### src/rtl/core/thd_pkg.sv
package thd_pkg;

    // Fixed field widths.
    localparam int ELECTRODE_W  = 4;
    localparam int SAMPLE_W     = 10;
    localparam int BASELINE_W   = 8;
    localparam int MASK_W       = 12;
    localparam int DELTA_W      = 11;
    localparam int GAIN_W       = 9;
    localparam int THRESH_W     = 11;
    localparam int COUNT_W      = 8;
    localparam int CFG_INDEX_W  = 2;
    localparam int CFG_DATA_W   = 11;

    // Gain is in units of 1/256.
    localparam int GAIN_SHIFT   = 8;
    localparam int GAIN_ONE     = 256;
    localparam int GAIN_HALF    = 128;

    // Parameter defaults.
    localparam int ELECTRODES_DEF    = 12;
    localparam int FRACTION_BITS_DEF = 8;

    // Register reset values.
    localparam logic [GAIN_W-1:0]          GAIN_RST     = 9'd26;
    localparam logic signed [THRESH_W-1:0] TOUCH_RST    = -11'sd12;
    localparam logic signed [THRESH_W-1:0] RELEASE_RST  = -11'sd6;
    localparam logic [COUNT_W-1:0]         DEBOUNCE_RST = 8'd3;

    // Register indexes.
    typedef enum logic [CFG_INDEX_W-1:0] {
        REG_SMOOTHING_GAIN    = 2'd0,
        REG_TOUCH_THRESHOLD   = 2'd1,
        REG_RELEASE_THRESHOLD = 2'd2,
        REG_DEBOUNCE_COUNT    = 2'd3
    } cfg_reg_t;

    // Increment a qualifier count, saturating at the debounce count.
    function automatic logic [COUNT_W-1:0] bump(input logic [COUNT_W-1:0] count,
                                                 input logic [COUNT_W-1:0] limit);
        logic [COUNT_W:0] inc;
        inc = {1'b0, count} + (COUNT_W+1)'(1);
        if (inc > {1'b0, limit}) begin
            return limit;
        end
        return inc[COUNT_W-1:0];
    endfunction

endpackage

### src/rtl/core/touch_hysteresis_debouncer_unit.sv
// Touch qualifier for a bank of capacitive electrodes.
// Each input word on the s_ channel carries one electrode sample: the electrode
// index, the filtered reading and the baseline divided by four. The block forms
// the delta, folds it into that electrode's exponential average, and runs the
// touch/release qualifier with hysteresis and debounce for that electrode.
// Each input word produces exactly one result word on the m_ channel: the
// 12-bit touch mask after the update, the sampled electrode's touched flag and
// the integer part of its smoothed delta. An index beyond the electrode count
// changes nothing and reports the current mask with a zero flag and delta.
// Timing: a word sits in the input register while the whole update (one
// multiply, one add, a saturation and the compares) settles, and moves into
// the result register, raising m_valid, once that register is empty or being
// drained. One word can be accepted every cycle while the receiver keeps up;
// the per-electrode state is written on the edge that loads the result, so
// back-to-back samples of the same electrode see each other's updates.
// When the receiver stalls, the result register holds and the input register
// fills; s_ready drops only while both are occupied and m_ready is low.
// Reset (aresetn low, synchronous) clears both valid flags, loads the register
// defaults and clears every electrode's average, flag and counts. Writes on cfg_we take
// effect at once; the user must make them only while no word is in flight; the block does not enforce this.
module touch_hysteresis_debouncer_unit #(
    parameter int ELECTRODES    = thd_pkg::ELECTRODES_DEF,
    parameter int FRACTION_BITS = thd_pkg::FRACTION_BITS_DEF
) (
    input  logic                                  aclk,
    input  logic                                  aresetn,
    // Configuration write port.
    input  logic                                  cfg_we,
    input  logic [thd_pkg::CFG_INDEX_W-1:0]       cfg_index,
    input  logic [thd_pkg::CFG_DATA_W-1:0]        cfg_wdata,
    // Sample input channel.
    input  logic                                  s_valid,
    output logic                                  s_ready,
    input  logic [thd_pkg::ELECTRODE_W-1:0]       s_electrode,
    input  logic [thd_pkg::SAMPLE_W-1:0]          s_filtered_sample,
    input  logic [thd_pkg::BASELINE_W-1:0]        s_baseline_upper,
    // Result channel.
    output logic                                  m_valid,
    input  logic                                  m_ready,
    output logic [thd_pkg::MASK_W-1:0]            m_touch_mask,
    output logic                                  m_electrode_touched,
    output logic signed [thd_pkg::DELTA_W-1:0]    m_smoothed_delta
);

    // Smoothed value: integer part of DELTA_W bits plus the fraction bits.
    localparam int SW      = thd_pkg::DELTA_W + FRACTION_BITS;
    localparam int DIFF_W  = SW + 1;
    localparam int GMUL_W  = thd_pkg::GAIN_W + 1;
    localparam int PROD_W  = DIFF_W + GMUL_W;
    localparam int STEP_W  = PROD_W - thd_pkg::GAIN_SHIFT;
    localparam int SUM_W   = STEP_W + 1;
    localparam int IDX_W   = (ELECTRODES > 1) ? $clog2(ELECTRODES) : 1;
    localparam int WIDE_W  = thd_pkg::MASK_W + ELECTRODES;

    // Configuration registers.
    logic [thd_pkg::GAIN_W-1:0]          gain_reg;
    logic signed [thd_pkg::THRESH_W-1:0] touch_thr_reg;
    logic signed [thd_pkg::THRESH_W-1:0] release_thr_reg;
    logic [thd_pkg::COUNT_W-1:0]         debounce_reg;

    // Input register.
    logic                                in_valid_reg;
    logic [thd_pkg::ELECTRODE_W-1:0]     in_electrode_reg;
    logic [thd_pkg::SAMPLE_W-1:0]        in_sample_reg;
    logic [thd_pkg::BASELINE_W-1:0]      in_baseline_reg;

    // Result register.
    logic                                out_valid_reg;
    logic [thd_pkg::MASK_W-1:0]          out_mask_reg;
    logic                                out_touched_reg;
    logic signed [thd_pkg::DELTA_W-1:0]  out_delta_reg;

    // Per-electrode state.
    logic signed [SW-1:0]                smooth_reg  [ELECTRODES];
    logic [ELECTRODES-1:0]               touched_reg;
    logic [thd_pkg::COUNT_W-1:0]         tcount_reg  [ELECTRODES];
    logic [thd_pkg::COUNT_W-1:0]         rcount_reg  [ELECTRODES];

    // Datapath signals.
    logic                                advance;
    logic                                update;
    logic                                in_range;
    logic [IDX_W-1:0]                    idx;
    logic signed [thd_pkg::DELTA_W-1:0]  delta;
    logic signed [SW-1:0]                target;
    logic signed [SW-1:0]                s_cur;
    logic signed [DIFF_W-1:0]            diff;
    logic [thd_pkg::GAIN_W-1:0]          gain_eff;
    logic signed [PROD_W-1:0]            prod;
    logic signed [PROD_W-1:0]            rounded;
    logic signed [STEP_W-1:0]            step;
    logic signed [SUM_W-1:0]             sum;
    logic signed [SW-1:0]                smooth_next;
    logic signed [SW-1:0]                touch_thr_s;
    logic signed [SW-1:0]                release_thr_s;
    logic                                below_touch;
    logic                                above_release;
    logic                                flag_cur;
    logic                                flag_next;
    logic [thd_pkg::COUNT_W-1:0]         tcount_cur;
    logic [thd_pkg::COUNT_W-1:0]         rcount_cur;
    logic [thd_pkg::COUNT_W-1:0]         tcount_next;
    logic [thd_pkg::COUNT_W-1:0]         rcount_next;
    logic [thd_pkg::COUNT_W-1:0]         count_bumped;
    logic [ELECTRODES-1:0]               touched_next;
    logic [WIDE_W-1:0]                   touched_wide;
    logic [thd_pkg::MASK_W-1:0]          mask_next;

    // The result register moves whenever it is empty or being drained; the
    // input register accepts whenever it is empty or moving on.
    assign advance = !out_valid_reg || m_ready;
    assign s_ready = !in_valid_reg || advance;
    assign update  = advance && in_valid_reg && in_range;

    assign in_range = {1'b0, in_electrode_reg} < (thd_pkg::ELECTRODE_W+1)'(ELECTRODES);
    assign idx      = in_electrode_reg[IDX_W-1:0];

    // Exponential average: s' = s + floor((g * (D - s) + 128) / 256), then
    // saturated to the integer range of the result.
    always_comb begin
        delta    = $signed({1'b0, in_sample_reg}) - $signed({1'b0, in_baseline_reg, 2'b00});
        target   = {delta, {FRACTION_BITS{1'b0}}};
        s_cur    = smooth_reg[idx];
        diff     = $signed({target[SW-1], target}) - $signed({s_cur[SW-1], s_cur});
        gain_eff = gain_reg[thd_pkg::GAIN_W-1] ? thd_pkg::GAIN_W'(thd_pkg::GAIN_ONE) : gain_reg;
        prod     = $signed({{(PROD_W-DIFF_W){diff[DIFF_W-1]}}, diff})
                 * $signed({{(PROD_W-thd_pkg::GAIN_W){1'b0}}, gain_eff});
        rounded  = prod + PROD_W'(thd_pkg::GAIN_HALF);
        step     = rounded[PROD_W-1:thd_pkg::GAIN_SHIFT];
        sum      = $signed({{(SUM_W-SW){s_cur[SW-1]}}, s_cur})
                 + $signed({step[STEP_W-1], step});
        // Saturate: if the bits above the result's sign do not all match it,
        // clamp to the most negative or most positive value.
        if (sum[SUM_W-1:SW-1] == {(SUM_W-SW+1){1'b0}} ||
            sum[SUM_W-1:SW-1] == {(SUM_W-SW+1){1'b1}}) begin
            smooth_next = sum[SW-1:0];
        end else if (sum[SUM_W-1]) begin
            smooth_next = {1'b1, {(SW-1){1'b0}}};
        end else begin
            smooth_next = {1'b0, {(SW-1){1'b1}}};
        end
    end

    // Hysteresis qualifier with debounce counts.
    always_comb begin
        touch_thr_s   = {touch_thr_reg, {FRACTION_BITS{1'b0}}};
        release_thr_s = {release_thr_reg, {FRACTION_BITS{1'b0}}};
        below_touch   = smooth_next < touch_thr_s;
        above_release = smooth_next > release_thr_s;
        flag_cur      = 1'b0;
        tcount_cur    = '0;
        rcount_cur    = '0;
        for (int i = 0; i < ELECTRODES; i++) begin
            if (idx == IDX_W'(i)) begin
                flag_cur   = touched_reg[i];
                tcount_cur = tcount_reg[i];
                rcount_cur = rcount_reg[i];
            end
        end
        flag_next    = flag_cur;
        tcount_next  = tcount_cur;
        rcount_next  = rcount_cur;
        count_bumped = '0;
        if (!flag_cur) begin
            if (below_touch) begin
                count_bumped = thd_pkg::bump(tcount_cur, debounce_reg);
                tcount_next  = count_bumped;
                if (count_bumped >= debounce_reg) begin
                    flag_next   = 1'b1;
                    rcount_next = '0;
                end
            end else begin
                tcount_next = '0;
            end
        end else begin
            if (above_release) begin
                count_bumped = thd_pkg::bump(rcount_cur, debounce_reg);
                rcount_next  = count_bumped;
                if (count_bumped >= debounce_reg) begin
                    flag_next   = 1'b0;
                    tcount_next = '0;
                end
            end else begin
                rcount_next = '0;
            end
        end

        touched_next = touched_reg;
        for (int i = 0; i < ELECTRODES; i++) begin
            if (in_range && idx == IDX_W'(i)) begin
                touched_next[i] = flag_next;
            end
        end
        // Only the first twelve electrodes appear in the mask.
        touched_wide = WIDE_W'(touched_next);
        mask_next    = touched_wide[thd_pkg::MASK_W-1:0];
    end

    // Configuration registers.
    always_ff @(posedge aclk) begin
        if (!aresetn) begin
            gain_reg        <= thd_pkg::GAIN_RST;
            touch_thr_reg   <= thd_pkg::TOUCH_RST;
            release_thr_reg <= thd_pkg::RELEASE_RST;
            debounce_reg    <= thd_pkg::DEBOUNCE_RST;
        end else if (cfg_we) begin
            case (thd_pkg::cfg_reg_t'(cfg_index))
                thd_pkg::REG_SMOOTHING_GAIN: begin
                    gain_reg <= cfg_wdata[thd_pkg::GAIN_W-1:0];
                end
                thd_pkg::REG_TOUCH_THRESHOLD: begin
                    touch_thr_reg <= $signed(cfg_wdata[thd_pkg::THRESH_W-1:0]);
                end
                thd_pkg::REG_RELEASE_THRESHOLD: begin
                    release_thr_reg <= $signed(cfg_wdata[thd_pkg::THRESH_W-1:0]);
                end
                thd_pkg::REG_DEBOUNCE_COUNT: begin
                    debounce_reg <= cfg_wdata[thd_pkg::COUNT_W-1:0];
                end
                default: begin
                end
            endcase
        end
    end

    // Pipeline valid flags.
    always_ff @(posedge aclk) begin
        if (!aresetn) begin
            in_valid_reg  <= 1'b0;
            out_valid_reg <= 1'b0;
        end else begin
            if (s_ready) begin
                in_valid_reg <= s_valid;
            end
            if (advance) begin
                out_valid_reg <= in_valid_reg;
            end
        end
    end

    // Input payload register.
    always_ff @(posedge aclk) begin
        if (s_ready && s_valid) begin
            in_electrode_reg <= s_electrode;
            in_sample_reg    <= s_filtered_sample;
            in_baseline_reg  <= s_baseline_upper;
        end
    end

    // Result payload register.
    always_ff @(posedge aclk) begin
        if (advance && in_valid_reg) begin
            out_mask_reg <= mask_next;
            if (in_range) begin
                out_touched_reg <= flag_next;
                out_delta_reg   <= smooth_next[SW-1:FRACTION_BITS];
            end else begin
                out_touched_reg <= 1'b0;
                out_delta_reg   <= '0;
            end
        end
    end

    // Per-electrode state, written on the edge that registers the result.
    always_ff @(posedge aclk) begin
        if (!aresetn) begin
            touched_reg <= '0;
            for (int i = 0; i < ELECTRODES; i++) begin
                smooth_reg[i] <= '0;
                tcount_reg[i] <= '0;
                rcount_reg[i] <= '0;
            end
        end else if (update) begin
            touched_reg <= touched_next;
            for (int i = 0; i < ELECTRODES; i++) begin
                if (idx == IDX_W'(i)) begin
                    smooth_reg[i] <= smooth_next;
                    tcount_reg[i] <= tcount_next;
                    rcount_reg[i] <= rcount_next;
                end
            end
        end
    end

    assign m_valid             = out_valid_reg;
    assign m_touch_mask        = out_mask_reg;
    assign m_electrode_touched = out_touched_reg;
    assign m_smoothed_delta    = out_delta_reg;

endmodule

### config.mk
export PLATFORM = sky130hd
export DESIGN_NAME = touch_hysteresis_debouncer_unit
export DESIGN_NICKNAME = d
export VERILOG_FILES = /design/src/rtl/core/thd_pkg.sv /design/src/rtl/core/touch_hysteresis_debouncer_unit.sv
export SDC_FILE = /design/constraint.sdc
export NUM_CORES = 1
export LEC_CHECK = 0
export ABC_AREA = 1
export BUFFER_PORTS_ARGS = -buffer_cell sky130_fd_sc_hd__buf_2
export CAP_MARGIN = 15
export CELL_PAD_IN_SITES_DETAIL_PLACEMENT = 2
export CELL_PAD_IN_SITES_GLOBAL_PLACEMENT = 2
export CORE_MARGIN = 8
export CORE_UTILIZATION = 37
export DETAILED_ROUTE_END_ITERATION = 10
export PLACE_DENSITY_LB_ADDON = 0.1
export SLEW_MARGIN = 20
export SYNTH_ARGS = -nofsm -noshare
export SYNTH_HDL_FRONTEND = slang
export SYNTH_SLANG_ARGS = --single-unit
### constraint.sdc
create_clock -name aclk -period 11.2 [get_ports aclk]
set_input_delay 0.56 -clock aclk [delete_from_list [all_inputs] [get_ports aclk]]
set_output_delay 0.56 -clock aclk [all_outputs]
set_load 0.005 [all_outputs]
==> impl_results.md <==
* Status: finished, violations left
* Violated checks: negative setup slack
* Synthesized-area fraction occupied by adder cells at 0.160
* Die area at 0.0999 mm^2
* CP Data Arrival Time at 12.57 ns
* Most frequent cell on the critical path: nand2_4
* Crit-path max FO at 8
* Post-Synthesis Cells at 3658
* Max Freq at 83.0 MHz
* CP Capture Type: flip-flop
* I/O pins at 66
* Initial core utilization at 0.372
* Vias in the first global route at 33800
* RSZ-0062 raised after global routing: yes
* Initial antenna violation count at 2
* Mux cell area share after synthesis at 0.00150
* Worst setup margin at -0.855 ns
* Ys flop type: edfxtp_1
* Core area at 0.0896 mm^2
* Top cell type's share of synthesized area at 0.420
* I/O Buffers at 65
* Layout cells sized above 1 at 0.308
* Number of flops mapped to enable cells by yosys at 466
* First-pass GRT wire length at 223 mm
* Final WL at 157 mm
* Grt ovf at 0
* Worst R2R Path Depth at 73
* Vias at 30000
* Tightest Hold Check Type: in -> reg
* Final core occ at 0.492
* Die Width at 316 um
* Detailed-route DRC error count at 0
* Slew margin rel. at 0.0806
* Worst path max stage delay at 0.55 ns
* Layout Area Growth over Synthesis at 32.2%
* Rows at 110
* Syn nets at 4032
* #FFs+latches synth at 523
* Layout Skew at 0.0482 ns
* Wirelength per Cell at 29.0 um
* Top cells by area, synth: edfxtp_1 42%, fa_1 9.1%, nor2_1 7.2%
* Sequential area share after synthesis at 0.454
* Hold buffer count at cts at 0
* Largest family of logic cells by synthesized area: simple AND/OR/NAND/NOR gates
* Max cap viols at 0
* YS warnings at 0
* Clock root buffer: clkbuf_16
* Asr flop ratio synth at 0
* Worst-skew pair later-pin latency at 0.70 ns
* Worst Path Required at 11.71 ns
* Via/cell ratio at 5.56
* Num CTS Buffers at 60
* Crit Reg-Reg Endpoint: tcount_reg[0][26]$_SDFFCE_PN0P_
* R2r setup slk at -0.85 ns
* Setup TNS at -155.21 ns
* Hold Path Sink: in_sample_reg[1]$_DFFE_PP_
* Largest net degree at the start of global routing at 68
* Synth area leader: edfxtp_1
* Clk sinks at 523
* Final hold vios at 0
* Hold Crit Start: s_filtered_sample[1]
* Top post-synthesis cells by count: 639 x nor2_1, 638 x nand2_1, 473 x inv_1, 466 x edfxtp_1, 203 x o21ai_0
* Antenna Nets Post-Route at 0
* DRT iter0 DRCs at 2314
* Max Transition Viols Final at 0
* Crit Path Category: reg -> reg
* Drt pass-1 iters at 5
* Nets at 4546
* GR Util All Layers at 0.301
* Mapped Area at 0.0333 mm^2
* Final setup viols at 217
* Max reg flops at 228
* Die Y at 316 um
* Post-place setup slack at -1.51 ns
* Hpwl dp at 99.9 mm
* Post-Synth XOR/XNOR Area at 0.0163
* Startpoint types: flip-flop
* CTS tree: done
* Clock slew at the register clock pins of the worst setup and hold paths at 0.07 ns
* Synth Area in Compound Gates at 0.0906
* Syn avg cell area at 9.11 um^2
* Gpl congestion at 0.872
* Min-Delay Path Depth at 1
* Distinct cell type count after synthesis at 60
* Count leader, synth: nor2_1
* Worst-Margin Slew at 1.38 ns
* Tmin final at 12.05 ns
* Crit share post-route at 1.08
* Synth Area in Simple Gates at 0.200
* H-tree depth at 2
* Crit-path slowest cell: fa_1
* Clock buffer depth at 3
==> cell families after synthesis <==
logic type	after synthesis
and+or+nand+nor	1572
AOI/OAI and AO/OA	511
adders and majority gates	334
muxes	5
xor gates and xnor gates	61
DFF	523
buffers and inverters	652
==> stage by stage <==
stage	area, um^2	hold WS [ns]	cells
after floorplan	33300	0.429	3658
after global placement	37900	0.451	5183
after detailed placement	37900	0.463	5183
after CTS	42700	0.0315	5370
after global routing	44000	0.0448	5400
final	44000	0.0564	5401
==> worst max-delay path: cells and delay by family, from the launching register on <==
kind            cells  cell delay, ns
simple gates       33            3.47
flops               1            0.43
compound gates     13            2.19
fa+ha+maj           9            3.60
buf+inv            16            1.82
xor+xnor            2            0.34
==> worst max-delay path by stage <==
stage	from	endpoint	slack, ns
3_3_place_gp	flip-flop	rcount_reg[2][4]$_SDFFCE_PN0P_	-0.91
6_report	flip-flop	tcount_reg[0][26]$_SDFFCE_PN0P_	-0.85
4_1_cts	flip-flop	rcount_reg[2][4]$_SDFFCE_PN0P_	-0.26
5_1_grt	flip-flop	tcount_reg[0][26]$_SDFFCE_PN0P_	-1.24
3_5_place_dp	flip-flop	rcount_reg[2][8]$_SDFFCE_PN0P_	-1.51
2_1_floorplan	flip-flop	tcount_reg[2][17]$_DFFE_PP_	0.12
==> layout make-up <==
| type | instances | area [um^2] |
|---|---|---|
| repair buffers | 584 | 5010 |
| flip-flops and latches | 523 | 15100 |
| multi-input cells | 2484 | 18300 |
| well taps | 1176 | 1470 |
| inverters | 518 | 2060 |
| diodes | 1 | 2.50 |
| fillers | 9335 | 45600 |
| clock buffers | 88 | 1680 |
| clock inverters | 26 | 344 |
| repair inverters | 1 | 16.3 |
==> what timing repair did <==
action	in CTS	in global routing
gates resized for setup	523	262
gates cloned	14	2
pin swaps	120	116
setup endpoints to repair	243	232
endpoints found under the hold margin	0	0
setup buffers	63	29
==> per-layer routing <==
metal  vias up  part of all wire  wire length [um]  track usage
li1      13000                 -                 -            -
met1     15700              0.39             60900        0.357
met2       965              0.51             80300        0.548
met3       372             0.049              7700       0.0345
met4         0             0.051              7930        0.128
met5         -                 0                 0            0
==> cells in the final DEF (no fill, tap or decap), types with 26 or more instances in the layout <==
| master | instances |
|---|---|
| nor2_2 | 106 |
| nand2_2 | 67 |
| nand4_1 | 49 |
| nand3_1 | 69 |
| nor2_1 | 543 |
| edfxtp_1 | 466 |
| clkbuf_16 | 62 |
| inv_2 | 55 |
| o21ai_1 | 54 |
| a21oi_1 | 88 |
| nand2_1 | 534 |
| o21ai_0 | 135 |
| inv_1 | 430 |
| buf_6 | 33 |
| dfxtp_1 | 55 |
| o21ai_2 | 28 |
| buf_2 | 64 |
| buf_4 | 441 |
| fa_1 | 144 |
| ha_4 | 28 |
| a21oi_2 | 36 |
| buf_12 | 28 |
| nand2_4 | 54 |
| ha_1 | 146 |
| o211ai_1 | 26 |
| nor2_4 | 66 |
| xor2_1 | 40 |
Power is not shown: default switching activity piles up to over one toggle a cycle in this logic, so the estimate is an artifact.
